**config.mk**
```make
export PLATFORM = sky130hd
export DESIGN_NAME = sorted_unique_list_top_flat
export DESIGN_NICKNAME = d
export VERILOG_FILES = /design/src/rtl/sul_pkg.sv /design/src/rtl/sul_if.sv /design/src/rtl/sul_cell.sv /design/src/rtl/sul_chain.sv /design/src/rtl/sorted_unique_list_top.sv /design/src/flat_wrapper.sv
export SDC_FILE = /design/constraint.sdc
export NUM_CORES = 1
export LEC_CHECK = 0
export BUFFER_PORTS_ARGS = -buffer_cell sky130_fd_sc_hd__buf_2
export CORE_UTILIZATION = 49
export DETAILED_ROUTE_END_ITERATION = 10
export GPL_ROUTABILITY_DRIVEN = 0
export PLACE_DENSITY = 0.65
export SYNTH_ARGS = -nofsm -noshare
export SYNTH_HDL_FRONTEND = slang
export SYNTH_SLANG_ARGS = --single-unit
```
**constraint.sdc**
```tcl
create_clock -name clk -period 8.7 [get_ports clk]
set_input_delay 0.435 -clock clk [delete_from_list [all_inputs] [get_ports clk]]
set_output_delay 0.435 -clock clk [all_outputs]
set_load 0.03 [all_outputs]
```
**src/rtl/sul_pkg.sv**
```systemverilog
// sul_pkg: shared types and codes for the sorted unique list block
// no dependencies; compiled first
`default_nettype none

package sul_pkg;

  localparam int CAPACITY_DEF = 8;
  localparam int VAL_W        = 32;
  localparam int FUNC_W       = 2;
  localparam int STATUS_W     = 3;
  localparam int COUNT_W      = 4;

  // request codes (code 3 is unused and ignored)
  typedef enum logic [FUNC_W-1:0] {
    FN_ADD  = 2'd0,
    FN_DEL  = 2'd1,
    FN_LIST = 2'd2
  } func_t;

  // result status codes
  typedef enum logic [STATUS_W-1:0] {
    STS_OK       = 3'd0,
    STS_FULL     = 3'd1,
    STS_DUP      = 3'd2,
    STS_EMPTY    = 3'd3,
    STS_NOTFOUND = 3'd4
  } status_t;

  // operation broadcast to every cell
  typedef enum logic [1:0] {
    OP_HOLD,
    OP_INSERT,
    OP_DELETE,
    OP_ROTATE
  } cell_op_t;

  // control to the chain
  typedef struct packed {
    cell_op_t               op;
    logic signed [VAL_W-1:0] value;
  } cmd_t;

  // what one cell shows its neighbors
  typedef struct packed {
    logic                    occ;
    logic                    lt;
    logic                    eq;
    logic signed [VAL_W-1:0] value;
  } cell_out_t;

  // chain summary back to the control
  typedef struct packed {
    logic                    found;
    logic                    full;
    logic                    empty;
    logic signed [VAL_W-1:0] head;
  } chain_stat_t;

  // control states
  typedef enum logic {
    S_IDLE,
    S_LIST
  } state_t;

endpackage

`default_nettype wire

```
**src/rtl/sul_if.sv**
```systemverilog
// sul_if: request and result channel interfaces (valid/ready)
// depends on sul_pkg
`default_nettype none

interface sul_in_if
  import sul_pkg::*;
  ();
  logic                     valid;
  logic                     ready;
  logic [FUNC_W-1:0]        func;
  logic signed [VAL_W-1:0]  value;

  modport source (output valid, output func, output value, input ready);
  modport sink   (input valid, input func, input value, output ready);
endinterface

interface sul_out_if
  import sul_pkg::*;
  ();
  logic                     valid;
  logic                     ready;
  logic [STATUS_W-1:0]      status;
  logic signed [VAL_W-1:0]  entry_value;
  logic                     entry_valid;
  logic                     last;
  logic [COUNT_W-1:0]       count;

  modport source (output valid, output status, output entry_value, output entry_valid,
                  output last, output count, input ready);
  modport sink   (input valid, input status, input entry_value, input entry_valid,
                  input last, input count, output ready);
endinterface

`default_nettype wire

```
**src/rtl/sul_cell.sv**
```systemverilog
// sul_cell: one slot of the sorted chain, compares and shifts with its neighbors
// depends on sul_pkg
`default_nettype none

module sul_cell
  import sul_pkg::*;
(
  input  wire logic                    clk,
  input  wire logic                    rst_n,
  input  wire cmd_t                    cmd,
  input  wire cell_out_t               left,
  input  wire cell_out_t               right,
  input  wire logic signed [VAL_W-1:0] head,
  output cell_out_t                    self
);

  logic                    occ_r, occ_nxt;
  logic signed [VAL_W-1:0] val_r, val_nxt;

  // local compares against the broadcast value
  assign self.occ   = occ_r;
  assign self.value = val_r;
  assign self.lt    = occ_r && (val_r < cmd.value);
  assign self.eq    = occ_r && (val_r == cmd.value);

  // next slot contents
  always_comb begin
    occ_nxt = occ_r;
    val_nxt = val_r;
    case (cmd.op)
      OP_INSERT: begin
        occ_nxt = occ_r | left.occ;
        if (!self.lt) begin
          val_nxt = left.lt ? cmd.value : left.value;
        end
      end
      OP_DELETE: begin
        occ_nxt = right.occ;
        if (occ_r && !self.lt) begin
          val_nxt = right.value;
        end
      end
      OP_ROTATE: begin
        if (right.occ) begin
          val_nxt = right.value;
        end else if (occ_r) begin
          val_nxt = head;
        end
      end
      default: begin
      end
    endcase
  end

  always_ff @(posedge clk) begin
    if (!rst_n) begin
      occ_r <= 1'b0;
    end else begin
      occ_r <= occ_nxt;
    end
    val_r <= val_nxt;
  end

endmodule

`default_nettype wire

```
**src/rtl/sul_chain.sv**
```systemverilog
// sul_chain: row of sul_cell slots holding the set in ascending order
// depends on sul_pkg, sul_cell
`default_nettype none

module sul_chain
  import sul_pkg::*;
#(
  parameter int CAPACITY = CAPACITY_DEF
) (
  input  wire logic clk,
  input  wire logic rst_n,
  input  wire cmd_t cmd,
  output chain_stat_t stat
);

  cell_out_t           cells   [CAPACITY];
  cell_out_t           lefts   [CAPACITY];
  cell_out_t           rights  [CAPACITY];
  logic [CAPACITY-1:0] eq_vec;

  // neighbor wiring, with fixed edges at both ends
  for (genvar i = 0; i < CAPACITY; i++) begin : g_cell
    if (i == 0) begin : g_first
      assign lefts[i] = '{occ: 1'b1, lt: 1'b1, eq: 1'b0, value: cmd.value};
    end else begin : g_mid_l
      assign lefts[i] = cells[i-1];
    end
    if (i == CAPACITY - 1) begin : g_last
      assign rights[i] = '{occ: 1'b0, lt: 1'b0, eq: 1'b0, value: '0};
    end else begin : g_mid_r
      assign rights[i] = cells[i+1];
    end

    sul_cell u_cell (
      .clk   (clk),
      .rst_n (rst_n),
      .cmd   (cmd),
      .left  (lefts[i]),
      .right (rights[i]),
      .head  (cells[0].value),
      .self  (cells[i])
    );

    assign eq_vec[i] = cells[i].eq;
  end

  // summary flags
  assign stat.found = |eq_vec;
  assign stat.full  = cells[CAPACITY-1].occ;
  assign stat.empty = !cells[0].occ;
  assign stat.head  = cells[0].value;

endmodule

`default_nettype wire

```
**src/rtl/sorted_unique_list_top.sv**
```systemverilog
// sorted_unique_list_top: request decode, list sequencing and result register
// depends on sul_pkg, sul_if, sul_chain
//
//   channel | dir | beat contents                                   | handshake
//   in_ch   | in  | func, value                                     | valid/ready
//   out_ch  | out | status, entry_value, entry_valid, last, count    | valid/ready
//
// add and delete each answer with one result beat; unused codes are taken with no result beat
// list answers with one beat per stored value: the chain rotates one slot per beat through its head
// one result register sits on the output; in_ch.ready drops while it is held
// a stalled out_ch freezes the list walk; reset empties the set, no clearing pass
`default_nettype none

module sorted_unique_list_top
  import sul_pkg::*;
#(
  parameter int CAPACITY = CAPACITY_DEF
) (
  input wire logic   clk,
  input wire logic   rst_n,
  sul_in_if.sink     in_ch,
  sul_out_if.source  out_ch
);

  localparam int CW = $clog2(CAPACITY + 1);

  state_t      state_r, state_nxt;
  logic [CW-1:0] fill_r, fill_nxt;
  logic [CW-1:0] idx_r, idx_nxt;
  cmd_t        cmd;
  chain_stat_t stat;

  logic                    out_valid_r, out_valid_nxt;
  status_t                 out_status_r, out_status_nxt;
  logic signed [VAL_W-1:0] out_value_r, out_value_nxt;
  logic                    out_evalid_r, out_evalid_nxt;
  logic                    out_last_r, out_last_nxt;
  logic [COUNT_W-1:0]      out_count_r, out_count_nxt;

  logic out_free, accept, list_last, load;

  sul_chain #(.CAPACITY(CAPACITY)) u_chain (
    .clk   (clk),
    .rst_n (rst_n),
    .cmd   (cmd),
    .stat  (stat)
  );

  // handshake
  assign out_free    = !out_valid_r || out_ch.ready;
  assign in_ch.ready = (state_r == S_IDLE) && out_free;
  assign accept      = in_ch.valid && in_ch.ready;
  assign list_last   = (idx_r == CW'(fill_r - 1'b1));

  // next state
  always_comb begin
    state_nxt = state_r;
    case (state_r)
      S_IDLE: begin
        if (accept && in_ch.func == FN_LIST && !stat.empty) begin
          state_nxt = S_LIST;
        end
      end
      S_LIST: begin
        if (out_free && list_last) begin
          state_nxt = S_IDLE;
        end
      end
      default: state_nxt = S_IDLE;
    endcase
  end

  // chain command, counters and result beat
  always_comb begin
    cmd.op         = OP_HOLD;
    cmd.value      = in_ch.value;
    fill_nxt       = fill_r;
    idx_nxt        = idx_r;
    load           = 1'b0;
    out_status_nxt = STS_OK;
    out_value_nxt  = '0;
    out_evalid_nxt = 1'b0;
    out_last_nxt   = 1'b1;
    case (state_r)
      S_IDLE: begin
        if (accept) begin
          case (in_ch.func)
            FN_ADD: begin
              load = 1'b1;
              if (stat.full) begin
                out_status_nxt = STS_FULL;
              end else if (stat.found) begin
                out_status_nxt = STS_DUP;
              end else begin
                cmd.op   = OP_INSERT;
                fill_nxt = CW'(fill_r + 1'b1);
              end
            end
            FN_DEL: begin
              load = 1'b1;
              if (stat.empty) begin
                out_status_nxt = STS_EMPTY;
              end else if (!stat.found) begin
                out_status_nxt = STS_NOTFOUND;
              end else begin
                cmd.op   = OP_DELETE;
                fill_nxt = CW'(fill_r - 1'b1);
              end
            end
            FN_LIST: begin
              idx_nxt = '0;
              if (stat.empty) begin
                load           = 1'b1;
                out_status_nxt = STS_EMPTY;
              end
            end
            default: begin
            end
          endcase
        end
      end
      S_LIST: begin
        if (out_free) begin
          load           = 1'b1;
          cmd.op         = OP_ROTATE;
          out_value_nxt  = stat.head;
          out_evalid_nxt = 1'b1;
          out_last_nxt   = list_last;
          idx_nxt        = CW'(idx_r + 1'b1);
        end
      end
      default: begin
      end
    endcase
    out_count_nxt = COUNT_W'(fill_nxt);
    out_valid_nxt = load | (out_valid_r & !out_ch.ready);
  end

  // control registers
  always_ff @(posedge clk) begin
    if (!rst_n) begin
      state_r     <= S_IDLE;
      fill_r      <= '0;
      idx_r       <= '0;
      out_valid_r <= 1'b0;
    end else begin
      state_r     <= state_nxt;
      fill_r      <= fill_nxt;
      idx_r       <= idx_nxt;
      out_valid_r <= out_valid_nxt;
    end
  end

  // result payload
  always_ff @(posedge clk) begin
    if (load) begin
      out_status_r <= out_status_nxt;
      out_value_r  <= out_value_nxt;
      out_evalid_r <= out_evalid_nxt;
      out_last_r   <= out_last_nxt;
      out_count_r  <= out_count_nxt;
    end
  end

  assign out_ch.valid       = out_valid_r;
  assign out_ch.status      = out_status_r;
  assign out_ch.entry_value = out_value_r;
  assign out_ch.entry_valid = out_evalid_r;
  assign out_ch.last        = out_last_r;
  assign out_ch.count       = out_count_r;

endmodule

`default_nettype wire

```
**src/flat_wrapper.sv**
```systemverilog
// flat-port wrapper written by rule: the top's interface ports become plain ports
module sorted_unique_list_top_flat import sul_pkg::*;
#(
  parameter int CAPACITY = CAPACITY_DEF
)
  (clk, rst_n, in_ch_valid, in_ch_func, in_ch_value, in_ch_ready, out_ch_valid, out_ch_status, out_ch_entry_value, out_ch_entry_valid, out_ch_last, out_ch_count, out_ch_ready);
  sul_in_if in_ch_i ();
  sul_out_if out_ch_i ();
  input wire logic clk;
  input wire logic rst_n;
  input wire logic [$bits(in_ch_i.valid)-1:0] in_ch_valid;
  input wire logic [$bits(in_ch_i.func)-1:0] in_ch_func;
  input wire logic [$bits(in_ch_i.value)-1:0] in_ch_value;
  output wire logic [$bits(in_ch_i.ready)-1:0] in_ch_ready;
  output wire logic [$bits(out_ch_i.valid)-1:0] out_ch_valid;
  output wire logic [$bits(out_ch_i.status)-1:0] out_ch_status;
  output wire logic [$bits(out_ch_i.entry_value)-1:0] out_ch_entry_value;
  output wire logic [$bits(out_ch_i.entry_valid)-1:0] out_ch_entry_valid;
  output wire logic [$bits(out_ch_i.last)-1:0] out_ch_last;
  output wire logic [$bits(out_ch_i.count)-1:0] out_ch_count;
  input wire logic [$bits(out_ch_i.ready)-1:0] out_ch_ready;
  assign in_ch_i.valid = in_ch_valid;
  assign in_ch_i.func = in_ch_func;
  assign in_ch_i.value = in_ch_value;
  assign in_ch_ready = in_ch_i.ready;
  assign out_ch_valid = out_ch_i.valid;
  assign out_ch_status = out_ch_i.status;
  assign out_ch_entry_value = out_ch_i.entry_value;
  assign out_ch_entry_valid = out_ch_i.entry_valid;
  assign out_ch_last = out_ch_i.last;
  assign out_ch_count = out_ch_i.count;
  assign out_ch_i.ready = out_ch_ready;
  sorted_unique_list_top #(.CAPACITY(CAPACITY)) u_core (.clk(clk), .rst_n(rst_n), .in_ch(in_ch_i), .out_ch(out_ch_i));
endmodule
```
==> results of run 1 <==
-- report_power, final --
group	leakage [nW]	internal, mW	switching (mW)	total (mW)
sequential	2.90	1.75	0.0843	1.83
clock	0.599	0.949	0.700	1.65
combinational	6.38	0.226	0.373	0.598
total	9.87	2.92	1.16	4.08
-- metal layers --
layer | track usage [%] | routed length, um | up-vias | part of all wire [%]
met5 | 0 | 17 | - | 0.020
met4 | 14.57 | 3761 | 2 | 4.4
met3 | 4.996 | 6793 | 257 | 8.0
met2 | 52.57 | 39090 | 1139 | 46
met1 | 44.05 | 34850 | 10350 | 41
li1 | - | - | 9357 | -
-- critical path: stages, from the launching register on --
cell and delay, ps:
edfxtp_1 580, ha_1 480, and3_1 250, nand4_1 170, nor3_1 680, a311oi_2 450, nand3_1 220, o21ai_0 220
inv_1 200, ha_4 790, or2_4 410, buf_4 820, o311ai_0 260
-- flip-flops by register name, indices dropped and copies added, names as in the netlist --
register / flops
u_core.out_ch.count: 4
u_core.idx_r: 4
u_core.out_ch.last: 1
u_core.out_ch.entry_value: 32
u_core.state_r: 1
u_core.u_chain.g_cell.u_cell.val_r: 256
u_core.u_chain.g_cell.u_cell.occ_r: 8
u_core.out_ch.entry_valid: 1
u_core.fill_r: 4
u_core.out_ch.valid: 1
u_core.out_ch.status: 3
-- area by class of cell --
cell class / instances / share of cell area [%]
clock buffer: 51 / 3.974
clock inverter: 17 / 0.6507
inverter: 56 / 0.7864
multi-input combinational: 1819 / 54.12
sequential: 315 / 34.74
tap: 664 / 3.108
timing repair buffer: 118 / 2.612
-- cells by family after synthesis --
kind of cell / synth area share (%)
AND/OR/NAND/NOR: 9.332
buffers and inverters: 3.773
AO/OA/AOI/OAI: 20.97
XOR/XNOR: 0.4288
multiplexers: 14.21
adder cells (fa/ha/maj): 13.43
flip-flops: 37.86
-- cell usage in the layout (no fill, tap or decap), drive strengths merged, types with 4 or more instances in the layout --
master,count
o21bai,4
a211oi,12
o21a,16
o311ai,95
o21ai,206
o2111ai,4
clkinv,12
nor4,5
a31oi,8
edfxtp,297
a21o,74
clkbuf,51
a22oi,157
mux2i,135
nand4,56
nand2b,9
dfxtp,18
xnor2,7
mux2,186
buf,118
nor2b,18
nor3,20
nor2,78
xor2,5
o211ai,14
and3,36
nand3,114
inv,56
a21oi,124
ha,263
a22o,31
nand2,102
o22ai,5
-- path summary, 6_finish.rpt --
check | endpoint | slack, ps
max | u_core.u_chain.g_cell[4].u_cell.val_r[11] | 2730
min | u_core.out_ch.valid | 160
max reg2reg | u_core.u_chain.g_cell[4].u_cell.val_r[11] | 2730
min reg2reg | u_core.idx_r[3] | 560
-- metrics by stage --
step / instance area [um^2] / cells
final: 26730 / 3040
after global routing: 26730 / 3040
after CTS: 26730 / 3040
after detailed placement: 25490 / 2972
after global placement: 25490 / 2972
after floorplan: 24510 / 2355
==> impl_metrics.ini, run 1 <==
[synth]
ys_top_cells_by_area = edfxtp_1 36%, ha_1 13%, mux2_2 8.5%
synthArstFlopShare_pct = 0
synth_common_cells = 297 x edfxtp_1, 263 x ha_1, 186 x mux2_2
ys.flop_type = edfxtp_1
synth.top_cell.area_share_pct = 36.39
ys_seq_area_share_pct = 37.86
synth_edf_count = 297
syn-cell-area_um2 = 24510
syn-num-nets = 2656
yosysWarnings = 0
synth_largest_area_cell = edfxtp_1
yosysMostFrequentCell = edfxtp_1
ys_ff_latch = 315
synth.distinct_cells = 69
synthesis.instances = 2355
avgSynthCellArea_um2 = 10.41

[detailed_routing]
wire_per_inst_um = 27.80
vias = 21100
drt-total-wl_um = 84520
drt-pass1-iter-count = 6
drcViolationCount = 0
vias_per_cell = 6.941
drtIter0Drc = 2485
ant_nets = 0

[cells_and_area]
n_fill_cell = 4245
regArea_um2 = 9286
multi_input_area_um2 = 14470
n_antenna_cell = 0
layout.nets = 2650
utilization_pct = 54.38
drive_gt1_share_pct = 16.71
area_growth_pct = 9.056

[clocking]
cts_tree = yes
clk_pin_slew_ps = 60
htreeDepth = 2
cts_hold_buf = 0
clk_latency_ps = 600
post_cts_buffers = 0
cts-buffers-inserted = 39
cts.sinks = 315
root_buffer = clkbuf_16
post_cts_resized = 0
clockBufferDepth = 3

[sta]
finClkSkew_ps = 32.96
min_period_ps = 5965
finalMaxSlewViolations = 0
max_freq_ghz = 0.1676
setup-violations-final = 0
worstMarginPinSlew_ps = 1110
slew_headroom_pct = 25.29
fin_crit_sh_pct = 68.57
layout_setup_ws_ps = 2735
final_hold_viol_count = 0
timing.setup.tns_ps = 0
rsz0062_at_grt = false
hold_slack_ps = 156.5

[worst_setup_path]
worst_setup_path_start_kind = flip-flop
r2r-start = u_core.u_chain.g_cell[0].u_cell.val_r[31]
startpoint = u_core.u_chain.g_cell[0].u_cell.val_r[31]
critical_path_required_ps = 8960
worstPathMaxFanout = 97
reg2reg_depth = 12
path_class = flip-flop to flip-flop
cp-end-kind = flip-flop
critPathArrivalTime_ps = 6230

[worst_hold_path]
hold_depth = 3
hp-class = primary input to flip-flop
min-delay-start = in_ch_valid

[global_routing]
grt_usage_pct = 32.89
grt.overflow.total = 0
antenna_found_initial = 1
grt_pass1_vias = 20280
grt_pass1_wl_um = 126900
grt_max_degree = 98

[place]
portBuffers = 80
place.detailed.hpwl_um = 54070
preCtsSetupSlack_ps = 2566

[outcome]
outcome = completed

[die]
dieWidth_um = 225.6
fp.coreArea_um2 = 49150
row_count = 81
die_h_um = 225.6
initial_core_util_pct = 49.86
num_io_pins = 81
die_area_um2 = 50920

[power]
p_total_mw = 4.077
peakVddDrop_mv = 0.1178
power_leakage_nw = 9.872
powerDensity_nw_per_um2 = 152.5

[run]
drv_cap = 0
Note: power is estimated with default switching activity, not from simulation.
==> run 2: changes to the inputs <==
==> constraint.sdc (replaced) <==
create_clock -name clk -period 5.94 [get_ports clk]
set_input_delay 0.297 -clock clk [delete_from_list [all_inputs] [get_ports clk]]
set_output_delay 0.297 -clock clk [all_outputs]
set_load 0.03 [all_outputs]
==> run 2 against run 1 <==
Net effect:
- sequential share of layout area shrank 0.14 points
- clock power up 43%
- final cell count increased by 0.26%
- die area is the same
- via count up 0.10%
==> impl_metrics.ini, run 2 (synthesis gave the netlist of run 1 again) <==
[worst_setup_path]
r2r_slack_ps = 880
critPathArrivalTime_ps = 5330
reg2reg_depth = 12
slowest_delay_ps = 710
cp-end-kind = flip-flop
startpoint = u_core.u_chain.g_cell[0].u_cell.val_r[31]
worst_setup_path_start_kind = flip-flop
crit_top_cell = ha_1
worstPathMaxFanout = 17
worstReg2RegEnd = u_core.u_chain.g_cell[3].u_cell.val_r[17]
crit_path_top_delay_cell = a311oi_2
critical_path_required_ps = 6210
path_class = flip-flop to flip-flop
r2r-start = u_core.u_chain.g_cell[0].u_cell.val_r[31]
path_cells = ha_1 > and3_1 > nand4_1 > nor3_1 > a311oi_2 > nand3_1 > o21ai_0 > inv_1 > ha_1 > a31oi_1 > o21a_2 > buf_12

[global_routing]
grt_pass1_wl_um = 125800
grt.overflow.total = 0
grt_pass1_vias = 20320
antenna_found_initial = 2
grt_max_degree = 114
grt_usage_pct = 32.59

[place]
placed_area_um2 = 25640
place.detailed.hpwl_um = 54390
place_inst = 2980
preCtsSetupSlack_ps = 695.9
portBuffers = 80

[clocking]
cts.sinks = 315
post_cts_resized = 0
cts-buffers-inserted = 39
htreeDepth = 2
cts_tree = yes
post_cts_buffers = 0
cts_hold_buf = 0
clk_latency_ps = 580
clockBufferDepth = 3
root_buffer = clkbuf_16
clk_pin_slew_ps = 60

[sta]
min_period_ps = 5064
setup-violations-final = 0
fin_crit_sh_pct = 85.25
finalMaxSlewViolations = 0
finClkSkew_ps = 19.29
slew_headroom_pct = 31.73
rsz0062_at_grt = false
timing.setup.tns_ps = 0
worstMarginPinSlew_ps = 1003
final_hold_viol_count = 0
max_freq_ghz = 0.1975
layout_setup_ws_ps = 876.2

[die]
dieWidth_um = 225.6
row_count = 81
die_area_um2 = 50920
fp.coreArea_um2 = 49150
num_io_pins = 81
die_h_um = 225.6
initial_core_util_pct = 49.86

[power]
p_int_mw = 4.248
p_sw_mw = 1.666
p_seq_share_pct = 45.3
powerDensity_nw_per_um2 = 220.4
peakVddDrop_mv = 0.1674
combPwrFrac_pct = 14.8
power_leakage_nw = 9.918
clock_power_share_pct = 39.9
swShare_pct = 28.18

[detailed_routing]
vias_per_cell = 6.930
wire_per_inst_um = 27.35
drcViolationCount = 0
vias = 21120
ant_nets = 0
drtIter0Drc = 2611
drt-pass1-iter-count = 7
drt-total-wl_um = 83370

[worst_hold_path]
hp-class = primary input to flip-flop
min-delay-start = in_ch_valid
min_to = u_core.out_ch.valid
hold_depth = 3

[run]
drv_cap = 0

[cells_and_area]
stdcell_count = 3048
area_growth_pct = 9.485
final_common_cell = edfxtp_1
final_cell_mix = 297 x edfxtp_1, 261 x ha_1, 186 x mux2_2
drive_gt1_share_pct = 16.74
layout.nets = 2658
final_area_um2 = 26830
largest_reg_flops = 256
regMostFlops = u_core.u_chain.g_cell.u_cell.val_r

[outcome]
outcome = completed
run 2: cell count changes in the layout (fill, tap and decap cells not counted), sizes merged:
cell,before,now
bufinv,3,2
buf,118,126
clkinv,12,10
clkinvlp,2,0
clkbuf,51,56
inv,56,55
diode,0,1
run 2: worst max path at each step:
stage                                                      endpoint  slack, ps
after floorplan            u_core.u_chain.g_cell[6].u_cell.val_r[0]        160
after global placement    u_core.u_chain.g_cell[3].u_cell.val_r[25]        870
after detailed placement  u_core.u_chain.g_cell[3].u_cell.val_r[25]        700
after CTS                 u_core.u_chain.g_cell[3].u_cell.val_r[17]        880
after global routing      u_core.u_chain.g_cell[3].u_cell.val_r[21]        650
final                     u_core.u_chain.g_cell[3].u_cell.val_r[17]        880
run 2: per-stage QoR:
stage | total power, mW | hold WS, ps | utilization [%]
6_report | 5.914 | 45.81 | 54.59
3_5_place_dp | 3.579 | 531.3 | 52.16
2_1_floorplan | 3.259 | 435.3 | -
5_1_grt | 6.083 | 66.48 | 54.59
3_3_place_gp | 3.551 | 528.3 | 52.16
4_1_cts | 5.914 | 19.47 | 54.59
run 2: worst max-delay path, delay by kind of cell (launching register included):
kind                     cells  cell delay [ps]
AO/OA/AOI/OAI                4             2000
flip-flops                   1              560
adder cells (fa/ha/maj)      2              910
buffers and inverters        2              450
AND/OR/NAND/NOR              4              810
run 2: layer usage:
layer	wire length, um	GRT usage, %	part of all wire (%)	up-vias
met2	38600	52.72	46	1189
li1	-	-	-	9377
met4	3999	15.71	4.8	0
met5	0	0	0	-
met1	33760	42.81	40	10280
met3	7008	4.697	8.4	272
run 2: layout make-up:
type	instances	area, um^2
fillers	4228	22320
multi-input cells	1819	14470
flip-flops and latches	315	9286
clock buffers	56	1092
repair buffers	126	845.8
well taps	664	830.8
inverters	56	210.2
clock inverters	11	98.84
diodes	1	2.502
run 2: power groups by stage:
stage | logic [mW] | registers [mW] | clock network (mW)
6_report | 0.875 | 2.68 | 2.36
5_1_grt | 0.954 | 2.69 | 2.44
4_1_cts | 0.863 | 2.67 | 2.38
3_5_place_dp | 0.858 | 2.72 | 0
3_3_place_gp | 0.834 | 2.72 | 0
2_1_floorplan | 0.555 | 2.70 | 0
